### src/rtl/rhsv_pkg.sv
// Shared types, widths and constants for the RGB to HSV pixel converter.
package rhsv_pkg;

   // Channel and result widths.
   localparam int PIX_W = 8;
   localparam int HUE_W = 16;
   localparam int PCT_W = 14;

   // Divider geometry: quotients stay below 2**QUO_W, numerators below 2**NUM_W.
   localparam int QUO_W          = 14;
   localparam int NUM_W          = QUO_W + PIX_W;
   localparam int DIV_STEP_BITS  = 2;
   localparam int DIV_STAGES     = QUO_W / DIV_STEP_BITS;

   // Register stages: channel compare, numerator build, divider, output register.
   localparam int PIPE_DEPTH = DIV_STAGES + 3;

   // Scale constants.
   localparam logic [NUM_W-1:0] HUE_SECTOR = NUM_W'(6000);
   localparam logic [NUM_W-1:0] PCT_SCALE  = NUM_W'(10000);
   localparam int               VAL_SHIFT  = 8;
   localparam logic [HUE_W:0]   HUE_GREEN  = (HUE_W+1)'(12000);
   localparam logic [HUE_W:0]   HUE_BLUE   = (HUE_W+1)'(24000);
   localparam logic [HUE_W:0]   HUE_FULL   = (HUE_W+1)'(36000);

   // Hue sector codes, picked by the first channel that holds the maximum.
   localparam logic [1:0] SECT_RED   = 2'd0;
   localparam logic [1:0] SECT_GREEN = 2'd1;
   localparam logic [1:0] SECT_BLUE  = 2'd2;

   // Input beat.
   typedef struct packed {
      logic [PIX_W-1:0] red;
      logic [PIX_W-1:0] green;
      logic [PIX_W-1:0] blue;
   } rhsv_req_type;

   // Output beat.
   typedef struct packed {
      logic [HUE_W-1:0] hue_centideg;
      logic [PCT_W-1:0] saturation_centipct;
      logic [PCT_W-1:0] value_centipct;
   } rhsv_rsp_type;

   // Per-pixel information that travels beside the dividers.
   typedef struct packed {
      logic [1:0]       sect;
      logic             neg;
      logic             grey;
      logic [PCT_W-1:0] value;
   } rhsv_side_type;

   // One restoring division step: shift in one numerator bit, subtract if it fits.
   // Returns the quotient bit on top of the new remainder.
   function automatic logic [PIX_W:0] div_step(input logic [PIX_W-1:0] rem,
                                               input logic             nbit,
                                               input logic [PIX_W-1:0] den);
      logic [PIX_W:0] trial;
      logic [PIX_W:0] diff;
      trial = {rem, nbit};
      diff  = trial - {1'b0, den};
      if (trial >= {1'b0, den}) begin
         div_step = {1'b1, diff[PIX_W-1:0]};
      end else begin
         div_step = {1'b0, trial[PIX_W-1:0]};
      end
   endfunction

endpackage

### src/rtl/rhsv_div.sv
// Pipelined restoring divider lane: a 22-bit numerator by an 8-bit divisor, two bits per stage.
module rhsv_div
   import rhsv_pkg::*;
(
   input  logic             clock,
   input  logic             advance,
   input  logic [NUM_W-1:0] num,
   input  logic [PIX_W-1:0] den,
   output logic [QUO_W-1:0] quo
);

   logic [PIX_W-1:0] rem_ff [DIV_STAGES];
   logic [QUO_W-1:0] low_ff [DIV_STAGES];
   logic [QUO_W-1:0] quo_ff [DIV_STAGES];
   logic [PIX_W-1:0] den_ff [DIV_STAGES];

   logic [PIX_W-1:0] rem_in [DIV_STAGES];
   logic [QUO_W-1:0] low_in [DIV_STAGES];
   logic [QUO_W-1:0] quo_in [DIV_STAGES];
   logic [PIX_W-1:0] den_in [DIV_STAGES];

   // Each stage takes the previous stage's partial remainder and retires two quotient bits.
   // The quotient is known to fit, so the top numerator bits start below the divisor.
   always_comb begin
      logic [PIX_W-1:0] rem;
      logic [QUO_W-1:0] low;
      logic [QUO_W-1:0] q;
      logic [PIX_W-1:0] d;
      logic [PIX_W:0]   res;
      for (int s = 0; s < DIV_STAGES; s++) begin
         if (s == 0) begin
            rem = num[NUM_W-1:QUO_W];
            low = num[QUO_W-1:0];
            q   = '0;
            d   = den;
         end else begin
            rem = rem_ff[s-1];
            low = low_ff[s-1];
            q   = quo_ff[s-1];
            d   = den_ff[s-1];
         end
         for (int k = 0; k < DIV_STEP_BITS; k++) begin
            res = div_step(rem, low[QUO_W-1], d);
            rem = res[PIX_W-1:0];
            q   = {q[QUO_W-2:0], res[PIX_W]};
            low = {low[QUO_W-2:0], 1'b0};
         end
         rem_in[s] = rem;
         low_in[s] = low;
         quo_in[s] = q;
         den_in[s] = d;
      end
   end

   // Stage registers move together with the rest of the pixel pipeline.
   always_ff @(posedge clock) begin
      if (advance) begin
         for (int s = 0; s < DIV_STAGES; s++) begin
            rem_ff[s] <= rem_in[s];
            low_ff[s] <= low_in[s];
            quo_ff[s] <= quo_in[s];
            den_ff[s] <= den_in[s];
         end
      end
   end

   assign quo = quo_ff[DIV_STAGES-1];

endmodule

### src/rtl/rgb_to_hsv_pixel.sv
// Pixel converter from 8-bit RGB to hue, saturation and value in fixed point.
// An accepted input beat passes the channel compare, numerator, divider and output registers on its way to rsp_.
// Throughput: one pixel per cycle; all stages hold while rsp_valid is high and rsp_ready low.
// The two dividers retire two quotient bits per stage and set the seven middle stages.
// Reset clears the stage valid bits only; the pipeline comes up empty.
module rgb_to_hsv_pixel
   import rhsv_pkg::*;
(
   input  logic         clock,
   input  logic         reset,
   input  logic         req_valid,
   output logic         req_ready,
   input  rhsv_req_type req_pixel,
   output logic         rsp_valid,
   input  logic         rsp_ready,
   output rhsv_rsp_type rsp_hsv
);

   logic                  advance;
   logic [PIPE_DEPTH-1:0] vld_ff, vld_in;

   // Stage A: channel compare.
   logic [PIX_W-1:0] a_hi_ff, a_hi_in;
   logic [PIX_W-1:0] a_span_ff, a_span_in;
   logic [PIX_W-1:0] a_mag_ff, a_mag_in;
   logic             a_neg_ff, a_neg_in;
   logic [1:0]       a_sect_ff, a_sect_in;

   // Stage B: numerators.
   logic [NUM_W-1:0] b_hue_num_ff, b_hue_num_in;
   logic [NUM_W-1:0] b_sat_num_ff, b_sat_num_in;
   logic [PIX_W-1:0] b_span_ff, b_hi_ff;
   rhsv_side_type    b_side_ff, b_side_in;

   // Sideband delay that matches the divider stages.
   rhsv_side_type    side_ff [DIV_STAGES];

   logic [QUO_W-1:0] hue_quo, sat_quo;
   rhsv_rsp_type     out_ff, out_in;

   // The pipeline moves when the output register is empty or being taken.
   assign advance   = !vld_ff[PIPE_DEPTH-1] || rsp_ready;
   assign req_ready = advance;
   assign rsp_valid = vld_ff[PIPE_DEPTH-1];
   assign rsp_hsv   = out_ff;

   // Valid bits travel with the data.
   assign vld_in = {vld_ff[PIPE_DEPTH-2:0], req_valid};

   always_ff @(posedge clock) begin
      if (reset) begin
         vld_ff <= '0;
      end else if (advance) begin
         vld_ff <= vld_in;
      end
   end

   // Find the maximum channel, ties going red then green, and the signed hue difference.
   always_comb begin
      logic [PIX_W-1:0] r, g, b, lo, pos, neg;
      r = req_pixel.red;
      g = req_pixel.green;
      b = req_pixel.blue;
      lo = (g < r) ? g : r;
      lo = (b < lo) ? b : lo;
      if (r >= g && r >= b) begin
         a_sect_in = SECT_RED;
         a_hi_in   = r;
         pos       = g;
         neg       = b;
      end else if (g >= b) begin
         a_sect_in = SECT_GREEN;
         a_hi_in   = g;
         pos       = b;
         neg       = r;
      end else begin
         a_sect_in = SECT_BLUE;
         a_hi_in   = b;
         pos       = r;
         neg       = g;
      end
      a_span_in = a_hi_in - lo;
      a_neg_in  = pos < neg;
      a_mag_in  = a_neg_in ? (neg - pos) : (pos - neg);
   end

   always_ff @(posedge clock) begin
      if (advance) begin
         a_hi_ff   <= a_hi_in;
         a_span_ff <= a_span_in;
         a_mag_ff  <= a_mag_in;
         a_neg_ff  <= a_neg_in;
         a_sect_ff <= a_sect_in;
      end
   end

   // Build the numerators; a negative difference is biased so that the floor becomes a ceiling.
   always_comb begin
      logic [NUM_W-1:0] val_wide;
      b_hue_num_in = NUM_W'(a_mag_ff) * HUE_SECTOR;
      if (a_neg_ff) begin
         b_hue_num_in = b_hue_num_in + NUM_W'(a_span_ff) - NUM_W'(1);
      end
      b_sat_num_in    = NUM_W'(a_span_ff) * PCT_SCALE;
      val_wide        = NUM_W'(a_hi_ff) * PCT_SCALE;
      b_side_in.sect  = a_sect_ff;
      b_side_in.neg   = a_neg_ff;
      b_side_in.grey  = (a_span_ff == '0);
      b_side_in.value = val_wide[NUM_W-1:VAL_SHIFT];
   end

   always_ff @(posedge clock) begin
      if (advance) begin
         b_hue_num_ff <= b_hue_num_in;
         b_sat_num_ff <= b_sat_num_in;
         b_span_ff    <= a_span_ff;
         b_hi_ff      <= a_hi_ff;
         b_side_ff    <= b_side_in;
      end
   end

   // Hue quotient: difference over span.
   rhsv_div u_hue_div (
      .clock   (clock),
      .advance (advance),
      .num     (b_hue_num_ff),
      .den     (b_span_ff),
      .quo     (hue_quo)
   );

   // Saturation quotient: span over maximum.
   rhsv_div u_sat_div (
      .clock   (clock),
      .advance (advance),
      .num     (b_sat_num_ff),
      .den     (b_hi_ff),
      .quo     (sat_quo)
   );

   // Sector, sign, grey flag and value wait beside the dividers.
   always_ff @(posedge clock) begin
      if (advance) begin
         side_ff[0] <= b_side_ff;
         for (int s = 1; s < DIV_STAGES; s++) begin
            side_ff[s] <= side_ff[s-1];
         end
      end
   end

   // Add the sector offset, wrap a negative hue, and force zero for a grey pixel.
   always_comb begin
      rhsv_side_type  side;
      logic [HUE_W:0] offset;
      logic [HUE_W:0] q;
      logic [HUE_W:0] hue;
      side = side_ff[DIV_STAGES-1];
      q    = (HUE_W+1)'(hue_quo);
      unique case (side.sect)
         SECT_RED:   offset = '0;
         SECT_GREEN: offset = HUE_GREEN;
         SECT_BLUE:  offset = HUE_BLUE;
         default:    offset = '0;
      endcase
      priority if (!side.neg) begin
         hue = offset + q;
      end else if (q > offset) begin
         hue = HUE_FULL + offset - q;
      end else begin
         hue = offset - q;
      end
      out_in.hue_centideg        = side.grey ? '0 : hue[HUE_W-1:0];
      out_in.saturation_centipct = side.grey ? '0 : PCT_W'(sat_quo);
      out_in.value_centipct      = side.value;
   end

   always_ff @(posedge clock) begin
      if (advance) begin
         out_ff <= out_in;
      end
   end

endmodule

### config.mk
export PLATFORM = sky130hd
export DESIGN_NAME = rgb_to_hsv_pixel
export DESIGN_NICKNAME = d
export VERILOG_FILES = /design/src/rtl/rhsv_pkg.sv /design/src/rtl/rhsv_div.sv /design/src/rtl/rgb_to_hsv_pixel.sv
export SDC_FILE = /design/constraint.sdc
export NUM_CORES = 1
export LEC_CHECK = 0
export ABC_CLOCK_PERIOD_IN_PS = 32700
export BUFFER_PORTS_ARGS = -buffer_cell sky130_fd_sc_hd__buf_2
export CAP_MARGIN = 20
export CORE_MARGIN = 1
export CORE_UTILIZATION = 55
export DETAILED_ROUTE_END_ITERATION = 8
export PLACE_DENSITY = 0.79
export SLEW_MARGIN = 25
export SYNTH_ARGS = -nofsm -noshare
export SYNTH_HDL_FRONTEND = slang
export SYNTH_SLANG_ARGS = --single-unit
### constraint.sdc
create_clock -name clock -period 32.7 [get_ports clock]
set_input_delay 4.905 -clock clock [delete_from_list [all_inputs] [get_ports clock]]
set_output_delay 4.905 -clock clock [all_outputs]
set_load 0.1 [all_outputs]
# After elaboration in Yosys (flattened, before gate mapping)
# Memory sizes are Yosys's and may differ from the RTL's. A register that Yosys moved wholly into a read port is not among the register bits.
# Cells that the tools add are included.
[op_classes]
addsub = 37
mul = 3
div_mod_pow = 0
magnitude_cmp = 35
eq_ne = 2
shifts = 0
mux = 44
n_bitwise = 0
n_reduce_logical = 4
[op_table]
columns = ["operator", "count"]
rows = [
  [">= comparator 9 x 8 -> 1 bit", 28],
  ["two-way mux 9 bit", 28],
  ["subtractor 8 bit", 31],
  ["two-way mux 8 bit", 9],
  ["multiplier 8 x 10 -> 18 bit, second input constant", 2],
  ["two-way mux 16 bit", 2],
  ["one-hot mux 15 bit (2 select lines)", 1],
  [">= comparator 8 bit", 3],
  ["less-than comparator 8 bit", 3],
  ["adder 21 x 8 -> 22 bit", 1],
  ["subtractor 22 x 1 -> 22 bit, second input constant", 1],
  ["two-way mux 21 bit", 1],
  ["greater-than comparator 14 x 17 -> 1 bit", 1],
  ["multiplier 8 x 9 -> 17 bit, second input constant", 1],
  ["adder 15 x 14 -> 16 bit", 1],
  ["adder 16 x 15 -> 16 bit, first input constant", 1],
  ["subtractor 15 x 14 -> 16 bit", 1],
  ["subtractor 16 x 14 -> 16 bit", 1],
  ["zero test 8 bit", 1],
  ["equality test 2 x 1 -> 1 bit, second input constant", 1],
  ["equality test 2 bit, second input constant", 1],
  ["two-way mux 1 bit", 2],
  ["two-way mux 2 bit", 1],
  ["logical AND 1 bit", 1],
  ["2 further kinds", 2],
]
[totals]
reg_bits = 141
latchBits = 0
ramBits = 714
mem_bits_ro = 0
input_bits = 28
word_cells = 151
n_memories = 9
[mem_list]
columns = ["name", "depth", "width", "read_ports", "rd_clocked_by_memory_dff", "wr", "line", "rtl"]
rows = [
  ["side_ff", 7, 18, 7, 0, 7, "rgb_to_hsv_pixel.sv:36", "rhsv_side_type side_ff [DIV_STAGES];"],
  ["u_hue_div.quo_ff", 7, 14, 7, 0, 7, "rhsv_div.sv:14", "logic [QUO_W-1:0] quo_ff [DIV_STAGES];"],
  ["u_sat_div.quo_ff", 7, 14, 7, 1, 7, "rhsv_div.sv:14", ""],
  ["u_hue_div.low_ff", 7, 12, 6, 0, 7, "rhsv_div.sv:13", "logic [QUO_W-1:0] low_ff [DIV_STAGES];"],
  ["u_sat_div.low_ff", 7, 12, 6, 0, 7, "rhsv_div.sv:13", ""],
  ["u_hue_div.den_ff", 7, 8, 6, 0, 7, "rhsv_div.sv:15", "logic [PIX_W-1:0] den_ff [DIV_STAGES];"],
  ["+3 memories", "-", "-", "-", "-", "-", "-", ""],
]

# Logic depth before layout (Yosys ltp)
# An unclocked memory read counts as a cell.
[logic_depth]
ltp_word = 7
ltp_mapped = 25
ltp_nobuf = 25

# Hierarchy
# From an unflattened synthesis, not the netlist that was laid out.
[hier_totals]
hier_cells = 3555
area_unflattened_um2 = 41335.9
[by_module_without_submodules]
columns = ["mod", "n_inst", "cells_per_inst", "area_per_inst_um2", "seq_area_each_um2"]
rows = [
  ["rgb_to_hsv_pixel", 1, 1581, 17838.4, 8217.9],
  ["rhsv_div (u_hue_div)", 1, 1010, 11967.7, 5825.6],
  ["rhsv_div (u_sat_div)", 1, 964, 11529.8, 5825.6],
]

# Worst setup path after synthesis
# OpenSTA, ideal clock, no wires.
[synth_path]
path_kind = "input port to flip-flop"
from = "input rsp_ready"
to = "register a_hi_ff[0], enable pin"
setup_ns = 5.124
arrival_ns = 16.847
required_time_ns = 27.576
path_slack_ns = 10.729
cell_stages = 2
n_path_buf = 0
cell_sequence = "nor2b_1 > clkinv_1"
[synth_via]
elab_chain_cells = 1
[synth_rtl]
columns = ["item", "line", "rtl"]
rows = [
  ["start: declaration", "rgb_to_hsv_pixel.sv:15", "input logic rsp_ready,"],
  ["logical OR 1 bit", "rgb_to_hsv_pixel.sv:42", "assign advance = !vld_ff[PIPE_DEPTH-1] || rsp_ready;"],
  ["net req_ready", "rgb_to_hsv_pixel.sv:12", "output logic req_ready,"],
  ["end signal: assignment", "rgb_to_hsv_pixel.sv:89", "a_hi_ff <= a_hi_in;"],
  ["end: declaration", "rgb_to_hsv_pixel.sv:23", "logic [PIX_W-1:0] a_hi_ff, a_hi_in;"],
]
# The timed path passes the listed nets, and every way through them passes these cells.
# A chain may end at the register's enable or synchronous reset.

# Final worst setup path
[layout_path]
from = "input rsp_ready"
to = "output req_ready"
[layout_via]
elab_chain_cells = 1
[layout_rtl]
columns = ["item", "line"]
rows = [
  ["logical OR 1 bit", "rgb_to_hsv_pixel.sv:42"],
  ["end: declaration", "rgb_to_hsv_pixel.sv:12"],
]
# Every way passes these cells.

==> metrics.md <==
| Metric | Value |
|---|---|
| Status | `completed` |
| Final worst slack | `between 20 and 25 ns` |
| Antenna violations before repair | `0` |
| 1st-iter DRT viols | `1180` |
| Syn Inst Count | `roughly 3400` |
| Clk_skew | `roughly 0.021 ns` |
| DPL Wire Length | `between 40000 and 50000 µm` |
| Drt wl/cell | `~15 µm` |
| HP Class | `flip-flop to flip-flop` |
| RSZ-0062 raised after global routing | `false` |
| Antenna viol nets, final | `0` |
| Share of post-route cells with drive strength above 1 | `0.127` |
| Max Cap Viol | `0` |
| Drt drc | `0` |
| TritonCTS buffer count | `67` |
| Most frequent cells in the layout | `edfxtp_1 (619), inv_1 (526), ha_1 (460), nor2_1 (224), a21oi_1 (180)` |
| Crit path time final | `around 11 ns` |
| Largest net degree at the start of global routing | `~190` |
| WP data arrival | `6.53 ns` |
| I/O pin total | `74` |
| Post-CTS Hold Fix Bufs | `0` |
| Number of global-route vias before repair | `approximately 24000` |
| Initial Utilization | `0.559` |
| Max frequency | `around 0.087 GHz` |
| Main synth FF type | `edfxtp_1` |
| Drt total wl | `approximately 66000 µm` |
| Worst slack at placement | `21.28 ns` |
| CTS tree | `done` |
| Clock Tree Buf Depth | `3` |
| Post-CTS Resized | `0` |
| I/O Buffers | `73` |
| Setup violators final | `0` |
| FILL cells | `5332` |
| Worst-path fanout max | `60` |
| Slew headroom | `0.318` |
| Setup CP Type | `input port to primary output` |
| Die Span Y | `approximately 270 µm` |
| Critical Path RT | `27.79 ns` |
| CP Capture Type | `primary output` |
| Setup tns final | `0 ns` |
| Crit share post-route | `0.350` |
| Hold-critical path depth | `0` |
| EDFF count, synth | `619` |
| Most common cell after layout, fill and taps aside | `edfxtp_1` |
| GRT Total Usage | `0.185` |
| Unique masters post-synth | `~70` |
| GPL Wtd Cong | `~0.85` |
| Fin. Hold Viols | `0` |
| Synthesized Nets | `approximately 4000` |
| Pre-antenna DRT Iters | `5` |
| Crit path launch type | `input port` |
| Ant diodes | `0` |
| Syn Area/Cell | `~12 µm²` |
| DR vias | `24031` |
| First-pass GRT wire length | `around 110000 µm` |
| Clk slew on worst S/H paths | `0.06 ns` |
| Root Buffer | `clkbuf_16` |
| Core area | `0.0704 mm²` |
| Post-CTS Setup Inserts | `0` |
| Yosys synthesis warning count | `0` |
| Ys async rst share | `0` |
| FF-to-FF path depth | `22` |
| Std-Cell Rows | `between 90 and 100` |
| Vias per cell | `between 5 and 6` |
| Final Max Tran Viols | `0` |
| Post-synthesis sequential area ratio | `0.478` |
| Fin nets | `4050` |
| Post-layout util | `0.611` |
| Die width | `between 200 and 300 µm` |
| Seq cells post-synth | `~630` |
| Full die area | `0.0726 mm²` |
| Mapped Area | `0.0393 mm²` |
| Overflow after GRT | `0` |
| Worst Tran Pin Value | `slightly above 1 ns` |
| Worst-Skew Late Latency | `between 0.6 and 0.7 ns` |
| H-tree depth | `3` |
| Clock sinks | `between 600 and 700` |
| Area Overhead vs Synth | `9.36%` |
-- flip-flops by register name (all words and copies together), names as in the netlist, 8 cells and up --
signal and cells:
a_span_ff 8, rsp_hsv 44, u_hue_div.rem_ff 48, vld_ff 10
u_sat_div.quo_ff 56, b_hue_num_ff 22, b_sat_num_ff 14, a_hi_ff 8
a_mag_ff 8, u_sat_div.den_ff 48, b_hi_ff 8, b_side_ff 18
u_hue_div.quo_ff 56, u_sat_div.rem_ff 48, u_hue_div.low_ff 42, side_ff 126
b_span_ff 8, u_hue_div.den_ff 48
-- per-stage QoR --
step                      cell area [µm²]  instances  hold slack [ns]
after floorplan                     39300       3362            0.400
after global placement              40800       4347            0.400
after detailed placement            40800       4347            0.405
after CTS                           43000       4464            0.411
after global routing                43000       4465            0.418
final                               43000       4465            0.410
-- worst max-delay path, cell delays in order --
cell	delay, ns
buf_2	0.10
nor2b_1	0.73
inv_8	0.33
buf_2	0.43
-- kinds of logic (layout without fill, tap and decap cells) --
group / Yosys count / count (layout) / synth area share
multiplexers: 219 / 219 / 0.0613
flip-flops: 629 / 629 / 0.478
XOR/XNOR: 159 / 159 / 0.0354
AND/OR/NAND/NOR: 630 / 630 / 0.0780
AO/OA/AOI/OAI: 614 / 614 / 0.104
adder cells (fa/ha/maj): 545 / 545 / 0.190
buffers and inverters: 566 / 729 / 0.0541
-- per-layer routing --
metal | track usage | up-vias | wire length [µm]
met2 | 0.341 | 363 | 34200
met4 | 0.0603 | 0 | 1830
met3 | 0.0232 | 131 | 1710
li1 | - | 12153 | -
met5 | 0 | - | 0
met1 | 0.222 | 11384 | 28300
-- worst paths after layout --
kind,slack (ns),from,end
worst max-delay path,21.27,rsp_ready,req_ready
worst min-delay path,0.41,b_side_ff[8],side_ff[0][8]
worst max register to register,26.36,a_mag_ff[5],b_hue_num_ff[20]
worst min register to register,0.41,b_side_ff[8],side_ff[0][8]
-- final cells by class --
| cell class | instances | area [µm²] | share of cell area |
|---|---|---|---|
| flip-flops and latches | 629 | 18800 | 0.437 |
| multi-input cells | 2167 | 18400 | 0.429 |
| inverters | 527 | 1990 | 0.0462 |
| clock buffers | 78 | 1740 | 0.0404 |
| well taps | 940 | 1180 | 0.0273 |
| repair buffers | 85 | 488 | 0.0113 |
| clock inverters | 39 | 402 | 0.00934 |
-- cells in the mapped netlist (all sizes together) (6+ instances only) --
library cell	n	area share
edfxtp	619	0.47
inv	526	0.050
ha	460	0.15
nor2	225	0.021
a21oi	182	0.023
o21ai	179	0.025
mux2	175	0.050
nand2	147	0.014
xnor2	116	0.026
fa	85	0.043
nor2b	68	0.011
a21o	49	0.0094
mux2i	44	0.011
nand4	44	0.0070
xor2	43	0.0096
a21boi	40	0.0077
clkbuf	35	0.0033
or2	28	0.0045
nor3	26	0.0033
o21a	26	0.0050
a31oi	25	0.0040
and3	23	0.0037
o21bai	22	0.0042
nand2b	15	0.0024
a211oi	14	0.0028
nand3	13	0.0017
or4	13	0.0036
a311oi	12	0.0080
and4	11	0.0024
o22a	11	0.0024
dfxtp	10	0.0051
o211ai	10	0.0019
a2111oi	6	0.0013
Power is not shown: default switching activity piles up to over one toggle a cycle in this logic, so the estimate is an artifact.
